[src/rtl/bse_pkg.sv]
// Shared types and constants for the bitset engine with popcount.
// Used by every module in rtl/ except bse_ram; has no dependencies of its own.
`timescale 1ns / 1ps

package bse_pkg;

   localparam int MAX_BITS    = 4096;
   localparam int WORD_BITS   = 64;
   localparam int NUM_WORDS   = MAX_BITS / WORD_BITS;
   localparam int WORD_AW     = $clog2(NUM_WORDS);
   localparam int BIT_AW      = $clog2(WORD_BITS);
   localparam int CNT_W       = 13;
   localparam int POS_W       = 12;
   localparam int OP_W        = 3;
   localparam int WORDS_W     = WORD_AW + 1;
   localparam int POP_W       = $clog2(WORD_BITS + 1);
   localparam int NUM_BYTES   = WORD_BITS / 8;
   localparam int BYTE_CNT_W  = 4;
   localparam int QUEUE_DEPTH = 2;

   localparam logic [OP_W-1:0] OP_SET   = 3'd0;
   localparam logic [OP_W-1:0] OP_CLEAR = 3'd1;
   localparam logic [OP_W-1:0] OP_TEST  = 3'd2;
   localparam logic [OP_W-1:0] OP_COUNT = 3'd3;
   localparam logic [OP_W-1:0] OP_MERGE = 3'd4;
   localparam logic [OP_W-1:0] OP_CMP   = 3'd5;

   typedef struct packed {
      logic [OP_W-1:0]      op;
      logic                 err;
      logic [WORD_AW-1:0]   word_addr;
      logic [BIT_AW-1:0]    bit_idx;
      logic [WORD_BITS-1:0] keep;
      logic [WORD_BITS-1:0] other;
      logic                 len_match;
      logic                 pass_end;
   } item_type;

endpackage

[src/rtl/bse_queue.sv]
// Short FIFO of classified transactions between front and back end.
// Depends on bse_pkg.
`timescale 1ns / 1ps

module bse_queue (
   input  logic              clock,
   input  logic              reset,
   input  logic              push,
   input  bse_pkg::item_type push_data,
   output logic              full,
   input  logic              pop,
   output bse_pkg::item_type pop_data,
   output logic              empty
);

   localparam int PTR_W = $clog2(bse_pkg::QUEUE_DEPTH);
   localparam int CNT_W = $clog2(bse_pkg::QUEUE_DEPTH + 1);

   bse_pkg::item_type entry_ff [bse_pkg::QUEUE_DEPTH];
   logic [PTR_W-1:0]  head_ff, head_in;
   logic [PTR_W-1:0]  tail_ff, tail_in;
   logic [CNT_W-1:0]  count_ff, count_in;

   function automatic logic [PTR_W-1:0] next_ptr(input logic [PTR_W-1:0] p);
      next_ptr = (p == PTR_W'(bse_pkg::QUEUE_DEPTH - 1)) ? '0 : p + PTR_W'(1);
   endfunction

   assign full     = (count_ff == CNT_W'(bse_pkg::QUEUE_DEPTH));
   assign empty    = (count_ff == '0);
   assign pop_data = entry_ff[head_ff];

   always_comb begin
      head_in  = pop ? next_ptr(head_ff) : head_ff;
      tail_in  = push ? next_ptr(tail_ff) : tail_ff;
      count_in = count_ff;
      if (push && !pop) begin
         count_in = count_ff + CNT_W'(1);
      end else if (pop && !push) begin
         count_in = count_ff - CNT_W'(1);
      end
   end

   always_ff @(posedge clock) begin
      if (reset) begin
         head_ff  <= '0;
         tail_ff  <= '0;
         count_ff <= '0;
      end else begin
         head_ff  <= head_in;
         tail_ff  <= tail_in;
         count_ff <= count_in;
      end
   end

   always_ff @(posedge clock) begin
      if (push) begin
         entry_ff[tail_ff] <= push_data;
      end
   end

endmodule

[config.mk]
export PLATFORM = sky130hd
export DESIGN_NAME = bse_queue
export DESIGN_NICKNAME = d
export VERILOG_FILES = /design/src/rtl/bse_pkg.sv /design/src/rtl/bse_queue.sv
export SDC_FILE = /design/constraint.sdc
export NUM_CORES = 1
export LEC_CHECK = 0
export BUFFER_PORTS_ARGS = -buffer_cell sky130_fd_sc_hd__clkbuf_2
export CAP_MARGIN = 40
export CORE_MARGIN = 2
export CORE_UTILIZATION = 35
export CTS_CLUSTER_SIZE = 40
export DETAILED_ROUTE_END_ITERATION = 16
export HOLD_SLACK_MARGIN = 0.08
export SLEW_MARGIN = 20
export SYNTH_ARGS = -nofsm -noshare
export SYNTH_HDL_FRONTEND = slang
export SYNTH_SLANG_ARGS = --single-unit
[constraint.sdc]
create_clock -name clock -period 7.85 [get_ports clock]
set_input_delay 0.3925 -clock clock [delete_from_list [all_inputs] [get_ports clock]]
set_output_delay 0.3925 -clock clock [all_outputs]
set_load 0.01 [all_outputs]
==> run summary <==
### Worst setup path
- register — startpoint types
- 52 — worst-path fanout max
- output pin — nature of the critical path endpoint
- 7460 ps — required time of the worst setup path
- 2410 ps — arrival time of the worst setup path
- 5820 ps — worst reg2reg setup slack
- reg -> out — Setup CP Type

### Yosys
- 22.7 um^2 — synthesized area per cell
- 81.2% — top cell type's share of synthesized area
- 476 — number of cells produced by synthesis
- 297 — flip-flop and latch count after synthesis
- 82.1% — part of the Yosys area used for sequential elements
- edfxtp_1 81%, mux2_2 15%, buf_6 1.7%, dfxtp_1 0.93%, nor2_1 0.17% — most area-consuming cells after synthesis
- edfxtp_1 — largest area contributor in the netlist
- 0 — number of synthesis warnings
- 15 — synth unique cells
- 10800 um^2 — Synth Cell Area
- 627 — nets in the synthesized netlist

### Routing
- 4 — DRT Pass-1 Iters
- 0 — number of nets still failing antenna checks after routing
- 300 — drt first-iter violations
- 0 — total DRC errors in the routed layout
- 4.42 — vias per std cell
- 16.1 um — wire length per cell after detailed routing
- 6036 — detailed-route via count
- 21900 um — final wirelength

### CTS
- 297 — count of clock tree sinks
- 50 ps — Clock Pin Slew Worst Setup and Hold Paths
- 1 — H-tree depth reported by CTS
- 0 — total setup buffers inserted after CTS
- 147 — hold_buf cts
- 31 — number of buffers inserted during clock tree synthesis
- 540 ps — clock latency on the worst-skew pair
- yes — clock tree from TritonCTS
- 3 — clk buf depth
- 0 — number of gates resized after CTS
- clkbuf_16 — Clk Tree Root Cell

### STA
- 0 — number of pins exceeding their max-slew limit in the final report
- 357 MHz — maximum clock rate
- 69.2% — Relative slew margins
- 35.7% — final cycle utilization of the critical path
- 2800 ps — post-layout minimum cycle time
- 462 ps — transition time at the pin with the least slew margin
- 0 — number of failing setup endpoints in the final timing report
- 7.52 ps — final clock skew
- 0 — Final Hold Violating Endpoints
- false — RSZ-0062 raised after global routing
- 0 ps — final setup TNS

### Layout
- 51.9% — share of final-layout standard cells stronger than drive strength 1
- 41.3% — layout overhead on the synthesized area
- 0 — antenna fix cells
- 50.0% — fraction of the core area covered by cells at the end of the flow
- 1098 — number of nets at the end of the flow

### GRT
- 0 — total overflow reported by the global router
- 13.1% — global router's overall resource usage
- 0 — initial antenna violation count
- 54 — maximum number of pins on one net before global-route repair
- 6401 — vias in the first global route
- 34200 um — global-route wire length before repair

### Power
- 5.81 nW — reported leakage power
- 244 nW/um^2 — PwrDens
- 217 uV — VDD IR-drop max

### Placed design
- 297 — count of input and output buffers
- 14200 um — hpwl dp
- 0.724 — routability-driven placement congestion ratio

### Floorplan
- 35.4% — Starting Density
- 180 um — chip width
- 30500 um^2 — area inside the core boundary
- 180 um — Die Height
- 32300 um^2 — total die area
- 64 — number of rows created at floorplan
- 298 — count of pins on the block boundary

### Worst hold path
- in -> reg — type of the most critical hold path

### Status
- finished, final reports clean — result of the run

### Flow run
- 0 — reported max-cap violation count

## worst paths after layout
path                             startpoint  cells after the start         endpoint
worst max-delay path               register                      4     pop_data[25]
worst min-delay path                    pop                      3         register
worst max register to register      tail_ff                      3  entry_ff[1][72]
worst min register to register  count_ff[1]                      2      count_ff[1]
## layout make-up
cell class              instances  area [um^2]
fillers                      2559        15200
repair buffers                454         3150
clock inverters                21          189
flip-flops and latches        297         8870
multi-input cells             162         1760
inverters                       1         3.75
clock buffers                  36          795
well taps                     396          495
## sequential cells by signal, indices dropped and copies added (netlist names), named ones only
| name | cells |
|---|---|
| count_ff | 2 |
| entry_ff | 292 |
| head_ff | 1 |
| tail_ff | 1 |
## layer usage
layer	track usage [%]	part of all wire, %	vias up	wire length, um
met4	4.42	3.4	0	755
met5	0	0	-	0
met3	4.25	7.6	46	1670
li1	-	-	2848	-
met1	15.5	39	2921	8600
met2	22.6	50	221	10900
## through the flow
step	hold WS, ps	area [um^2]	setup slack [ps]	total power (W)	std cells
floorplan	461	10800	403	0.00214	476
CTS	108	15300	4970	0.00377	1367
finish	141	15300	5050	0.00372	1367
detailed placement	509	12800	5570	0.00230	1163
global route	156	15300	4920	0.00387	1367
global placement	492	12600	4840	0.00228	1157
## power breakdown
group	internal (W)	total, W	leakage, nW	switching, W
registers	0.00185	0.00188	2.78	0.0000272
clock network	0.000822	0.00140	0.479	0.000578
logic	0.000229	0.000445	2.54	0.000216
total	0.00290	0.00372	5.81	0.000821
## cell families after synthesis
logic type               share of synthesized area, %
buffers and inverters                            1.70
multiplexers                                     15.2
AO/OA/AOI/OAI                                  0.0926
flip-flops                                       82.1
XOR/XNOR                                        0.324
adder cells (fa/ha/maj)                         0.116
AND/OR/NAND/NOR                                 0.429
## Yosys cell counts (all sizes together)
| library cell | instances |
|---|---|
| edfxtp | 292 |
| mux2 | 146 |
| buf | 16 |
| dfxtp | 5 |
| nor2 | 5 |
| xnor2 | 2 |
| xor2 | 2 |
| a21oi | 1 |
| and2 | 1 |
| and2b | 1 |
| ha | 1 |
| inv | 1 |
| nor2b | 1 |
| o21ai | 1 |
| or3 | 1 |
## cell usage in the layout, fill, tap and decap left out, types with 5 or more instances in the layout
master           n
buf_16           6
mux2_2         146
clkbuf_16       31
edfxtp_1       292
clkbuf_1         5
clkbuf_2       297
dlygate4sd3_1  147
clkinv_1         5
clkinv_2         8
nor2_1           5
## critical path: stages, from the launching register on
cell and delay [ps]:
dfxtp_4 580, buf_4 410, buf_16 280, mux2_2 390
clkbuf_2 130
Power figures use the tool's default switching activity.
