File: config.mk
export PLATFORM = sky130hd
export DESIGN_NAME = bse_front
export DESIGN_NICKNAME = d
export VERILOG_FILES = /design/src/rtl/bse_pkg.sv /design/src/rtl/bse_front.sv
export SDC_FILE = /design/constraint.sdc
export NUM_CORES = 1
export LEC_CHECK = 0
export BUFFER_PORTS_ARGS = -buffer_cell sky130_fd_sc_hd__clkbuf_2
export CORE_AREA = 2 2 99 101
export CTS_BUF_LIST = sky130_fd_sc_hd__clkbuf_16
export DETAILED_ROUTE_END_ITERATION = 10
export DIE_AREA = 0 0 101 103
export GPL_TIMING_DRIVEN = 1
export PLACE_DENSITY = 0.78
export SETUP_SLACK_MARGIN = 0.05
export SYNTH_ARGS = -nofsm -noshare
export SYNTH_HDL_FRONTEND = slang
export SYNTH_SLANG_ARGS = --single-unit
export TNS_END_PERCENT = 50
File: constraint.sdc
create_clock -name clock -period 5 [get_ports clock]
set_input_delay 1 -clock clock [delete_from_list [all_inputs] [get_ports clock]]
set_output_delay 1 -clock clock [all_outputs]
set_load 0.02 [all_outputs]
File: src/rtl/bse_pkg.sv
// Shared types and constants for the bitset engine with popcount.
// Used by every module in rtl/ except bse_ram; has no dependencies of its own.
`timescale 1ns / 1ps

package bse_pkg;

   localparam int MAX_BITS    = 4096;
   localparam int WORD_BITS   = 64;
   localparam int NUM_WORDS   = MAX_BITS / WORD_BITS;
   localparam int WORD_AW     = $clog2(NUM_WORDS);
   localparam int BIT_AW      = $clog2(WORD_BITS);
   localparam int CNT_W       = 13;
   localparam int POS_W       = 12;
   localparam int OP_W        = 3;
   localparam int WORDS_W     = WORD_AW + 1;
   localparam int POP_W       = $clog2(WORD_BITS + 1);
   localparam int NUM_BYTES   = WORD_BITS / 8;
   localparam int BYTE_CNT_W  = 4;
   localparam int QUEUE_DEPTH = 2;

   localparam logic [OP_W-1:0] OP_SET   = 3'd0;
   localparam logic [OP_W-1:0] OP_CLEAR = 3'd1;
   localparam logic [OP_W-1:0] OP_TEST  = 3'd2;
   localparam logic [OP_W-1:0] OP_COUNT = 3'd3;
   localparam logic [OP_W-1:0] OP_MERGE = 3'd4;
   localparam logic [OP_W-1:0] OP_CMP   = 3'd5;

   typedef struct packed {
      logic [OP_W-1:0]      op;
      logic                 err;
      logic [WORD_AW-1:0]   word_addr;
      logic [BIT_AW-1:0]    bit_idx;
      logic [WORD_BITS-1:0] keep;
      logic [WORD_BITS-1:0] other;
      logic                 len_match;
      logic                 pass_end;
   } item_type;

endpackage

File: src/rtl/bse_front.sv
// Front end: length register, range checks and decode of each transaction.
// Depends on bse_pkg.
`timescale 1ns / 1ps

module bse_front (
   input  logic                        clock,
   input  logic                        reset,
   input  logic                        csr_valid,
   input  logic [bse_pkg::CNT_W-1:0]   csr_length_bits,
   output logic                        vec_clear,
   input  logic [bse_pkg::OP_W-1:0]    req_operation,
   input  logic [bse_pkg::POS_W-1:0]   req_position,
   input  logic [bse_pkg::WORD_BITS-1:0] req_other_word,
   input  logic [bse_pkg::CNT_W-1:0]   req_other_length,
   input  logic                        req_pass_end,
   output bse_pkg::item_type           item
);

   logic [bse_pkg::CNT_W-1:0]   length_ff, length_in;
   logic [bse_pkg::CNT_W-1:0]   eff_len;
   logic [bse_pkg::CNT_W-1:0]   len_round;
   logic [bse_pkg::WORDS_W-1:0] num_words;
   logic [bse_pkg::BIT_AW-1:0]  rem;
   logic                        last_word;

   assign vec_clear = csr_valid;
   assign length_in = csr_valid ? csr_length_bits : length_ff;

   always_ff @(posedge clock) begin
      if (reset) begin
         length_ff <= bse_pkg::CNT_W'(bse_pkg::MAX_BITS);
      end else begin
         length_ff <= length_in;
      end
   end

   always_comb begin
      eff_len   = (length_ff > bse_pkg::CNT_W'(bse_pkg::MAX_BITS)) ?
                  bse_pkg::CNT_W'(bse_pkg::MAX_BITS) : length_ff;
      len_round = eff_len + bse_pkg::CNT_W'(bse_pkg::WORD_BITS - 1);
      num_words = len_round[bse_pkg::CNT_W-1:bse_pkg::BIT_AW];
      rem       = eff_len[bse_pkg::BIT_AW-1:0];
      last_word = ({1'b0, req_position} ==
                   bse_pkg::CNT_W'(num_words) - bse_pkg::CNT_W'(1));

      item.op        = req_operation;
      item.other     = req_other_word;
      item.pass_end  = req_pass_end;
      item.len_match = (req_other_length == eff_len);
      item.bit_idx   = req_position[bse_pkg::BIT_AW-1:0];
      item.keep      = '1;
      if (last_word && rem != '0) begin
         item.keep = (bse_pkg::WORD_BITS'(1) << rem) - bse_pkg::WORD_BITS'(1);
      end

      case (req_operation) inside
         bse_pkg::OP_SET, bse_pkg::OP_CLEAR, bse_pkg::OP_TEST: begin
            item.err       = ({1'b0, req_position} >= eff_len);
            item.word_addr = req_position[bse_pkg::BIT_AW +: bse_pkg::WORD_AW];
         end
         bse_pkg::OP_MERGE, bse_pkg::OP_CMP: begin
            item.err       = ({1'b0, req_position} >= bse_pkg::CNT_W'(num_words));
            item.word_addr = req_position[bse_pkg::WORD_AW-1:0];
         end
         default: begin
            item.err       = 1'b0;
            item.word_addr = '0;
         end
      endcase
   end

endmodule

==> flow_metrics.env <==
export IMPL_multi_input_area_um2=2671
export IMPL_whs_ns=0.5300
export IMPL_dpl_instance_area_um2=3902
export IMPL_ys_async_sr_fraction=0
export IMPL_diodes=0
export IMPL_ys_types=66
export IMPL_dr_pass1_iters=6
export IMPL_min_from="length_ff[10]$_SDFFE_PP0P_"
export IMPL_peakVddDrop_mv=0.1067
export IMPL_row_count=36
export IMPL_fmaxAchievable_mhz=218.8
export IMPL_cp_end_kind="output port"
export IMPL_critical_path_arrival_ns=3.57
export IMPL_synth_most_common_cell="buf_4"
export IMPL_worst_slack_ns=0.4297
export IMPL_fin_skew_ns=0
export IMPL_final_util=0.4214
export IMPL_dieArea_um2=10400
export IMPL_pin_count=256
export IMPL_routed_wl_mm=12.16
export IMPL_grt_overflow=0
export IMPL_area_growth_pct=5.917
export IMPL_layout_min_cycle_time_ns=4.570
export IMPL_via_per_inst=5.819
export IMPL_fin_area_um2=3986
export IMPL_die_h_um=103
export IMPL_startpoint="length_ff[3]$_SDFFE_PP0P_"
export IMPL_cts_sinks=13
export IMPL_start_util=0.3979
export IMPL_cts_buffer_depth=2
export IMPL_rr_startpoint="length_ff[3]$_SDFFE_PP0P_"
export IMPL_fp_coreArea_um2=9459
export IMPL_portBuffers=124
export IMPL_cts_tree="yes"
export IMPL_grt_usage=0.2172
export IMPL_crit_type="reg -> out"
export IMPL_report_final_hold_viol_count=0
export IMPL_wl_per_cell_um=17.17
export IMPL_power_density_nw_per_um2=135.8
export IMPL_nNetsFinal=725
export IMPL_cts_setup_buffers=0
export IMPL_ys_seq_area_frac=0.06915
export IMPL_antenna_found_initial=0
export IMPL_min_period_over_period=0.9141
export IMPL_worst_pin_slew_ns=0.6740
export IMPL_synthFlopType="dfxtp_1"
export IMPL_drt_iter0_markers=450
export IMPL_fillCellCount=1034
export IMPL_antenna_violating_nets_post_route=0
export IMPL_drive_gt1_frac=0.2660
export IMPL_routabilityCongestion=0.9728
export IMPL_finalSetupViolations=0
export IMPL_maxCapViolCount=0
export IMPL_synth_edf_count=0
export IMPL_syn_avg_cell_area_um2=6.685
export IMPL_clk_pin_slew_ns=0.04
export IMPL_cts_buffers=3
export IMPL_grt_max_degree=64
export IMPL_required_ns=4.00
export IMPL_synth_top_area_frac=0.1556
export IMPL_cts_root_buffer="clkbuf_16"
export IMPL_dr_wl_met3_mm=1.231
export IMPL_worstSetupStartpointType="flip-flop"
export IMPL_reg_top3="length_ff (13)"
export IMPL_setup_tns_ns=0
export IMPL_grt_pass1_vias=3611
export IMPL_largest_reg_flops=13
export IMPL_met1Wirelength_mm=5.151
export IMPL_cp_max_fo=63
export IMPL_netlist_top_cells_count="buf_4, nand2_1, nor2_1, o21ai_0"
export IMPL_drc=0
export IMPL_seq_area_um2=261.5
export IMPL_syn_num_nets=693
export IMPL_yosys_top_cells_area="buf_4, ha_1, dfxtp_1"
export IMPL_place_hpwl_mm=9.343
export IMPL_top_layer="met4"
export IMPL_yosysWarnings=0
export IMPL_cts_hold_fix_buffers=0
export IMPL_ys_ff_latch=13
export IMPL_dr_wl_met2_mm=5.465
export IMPL_grt_pass1_wl_mm=18.38
export IMPL_yosysTopAreaCell="buf_4"
export IMPL_status="finished clean"
export IMPL_netlist_instances=563
export IMPL_rsz0062_at_grt="false"
export IMPL_vias=4120
export IMPL_slew_headroom=0.5472
export IMPL_cts_max_level=1
export IMPL_min_path_type="reg -> reg"
export IMPL_die_width_um=101
export IMPL_mappedNetlistArea_um2=3764
export IMPL_clk_latency_ns=0.24
export IMPL_dp_slack_ns=0.6290
export IMPL_final_max_slew_violation_count=0
export IMPL_regMostFlops="length_ff"
export IMPL_p_leak_nw=1.624
-- final timing paths --
path | end | slack [ns] | depth (start not counted)
worst max-delay path | item[118] | 0.43 | 14
worst min-delay path | length_ff[10]$_SDFFE_PP0P_ | 0.53 | 2
worst max register to register | length_ff[3]$_SDFFE_PP0P_ | 3.96 | 3
worst min register to register | length_ff[10]$_SDFFE_PP0P_ | 0.53 | 2
-- power breakdown --
part	switching (mW)	internal [mW]	leakage, nW
clock network	0.0422	0.105	0.0423
logic	0.167	0.104	1.47
registers	0.0123	0.111	0.108
total	0.222	0.320	1.62
-- worst max-delay path: stages, from the launching register on --
cell       delay [ns]
dfxtp_1          0.39
or4_4            0.51
o21ai_0          0.20
xnor2_1          0.09
nand2_1          0.10
ha_1             0.20
nand3_1          0.10
mux2i_2          0.24
xnor2_1          0.10
nor4_1           0.21
o2111ai_1        0.21
a221oi_4         0.26
buf_12           0.27
o311ai_0         0.20
clkbuf_2         0.20
-- placed cells by master (no fill, tap or decap), drive strengths merged, types with 3 or more instances in the layout --
cell       n
dfxtp     13
a31oi      4
or4        4
xnor2     19
o22ai      4
nor2      55
o21ai     43
nand2     68
or2        5
o211ai     9
o2111ai    4
clkbuf   127
a21oi     18
nor2b      6
a22o       6
xor2      15
mux2i     16
buf       18
and2       4
a41oi      3
clkinv     4
ha        21
nor3      17
a21o      13
or3        4
o21a       3
nand2b     7
inv       14
nand3     24
nor4      10
-- cell families (layout without fill, tap and decap cells) --
group	count (synthesis)	in the layout	synth area share
and+or+nand+nor	216	216	0.2786
buffers and inverters	132	163	0.2221
AOI/OAI and AO/OA	128	128	0.2291
xor gates and xnor gates	35	35	0.08511
adders and majority gates	22	22	0.07247
muxes	16	16	0.04255
DFF	13	13	0.06915
other	1	1	0.0009964
-- through the flow --
stage | cells | total power [mW]
after floorplan | 563 | 0.3874
after global placement | 704 | 0.3871
after detailed placement | 704 | 0.3868
after CTS | 708 | 0.5357
after global routing | 708 | 0.5752
final | 708 | 0.5412
-- metal layers --
layer | up-vias | GRT usage
met5 | - | 0
met4 | 0 | 0.08316
met3 | 41 | 0.04203
met2 | 258 | 0.3354
met1 | 1851 | 0.2992
li1 | 1970 | -
-- area by class of cell --
cell class / count / share of cell area
clock inverter: 1 / 0.0009416
sequential: 13 / 0.06560
inverter: 17 / 0.01601
multi-input combinational: 418 / 0.6701
timing repair buffer: 142 / 0.1927
tap: 114 / 0.03578
clock buffer: 3 / 0.01883
-- repair_timing --
item                                   in CTS  in global routing
endpoints found under the hold margin       0                  0
setup endpoints to repair                   0                 37
resized for setup                           0                  2
No activity file was read; power rests on OpenSTA's default activity.
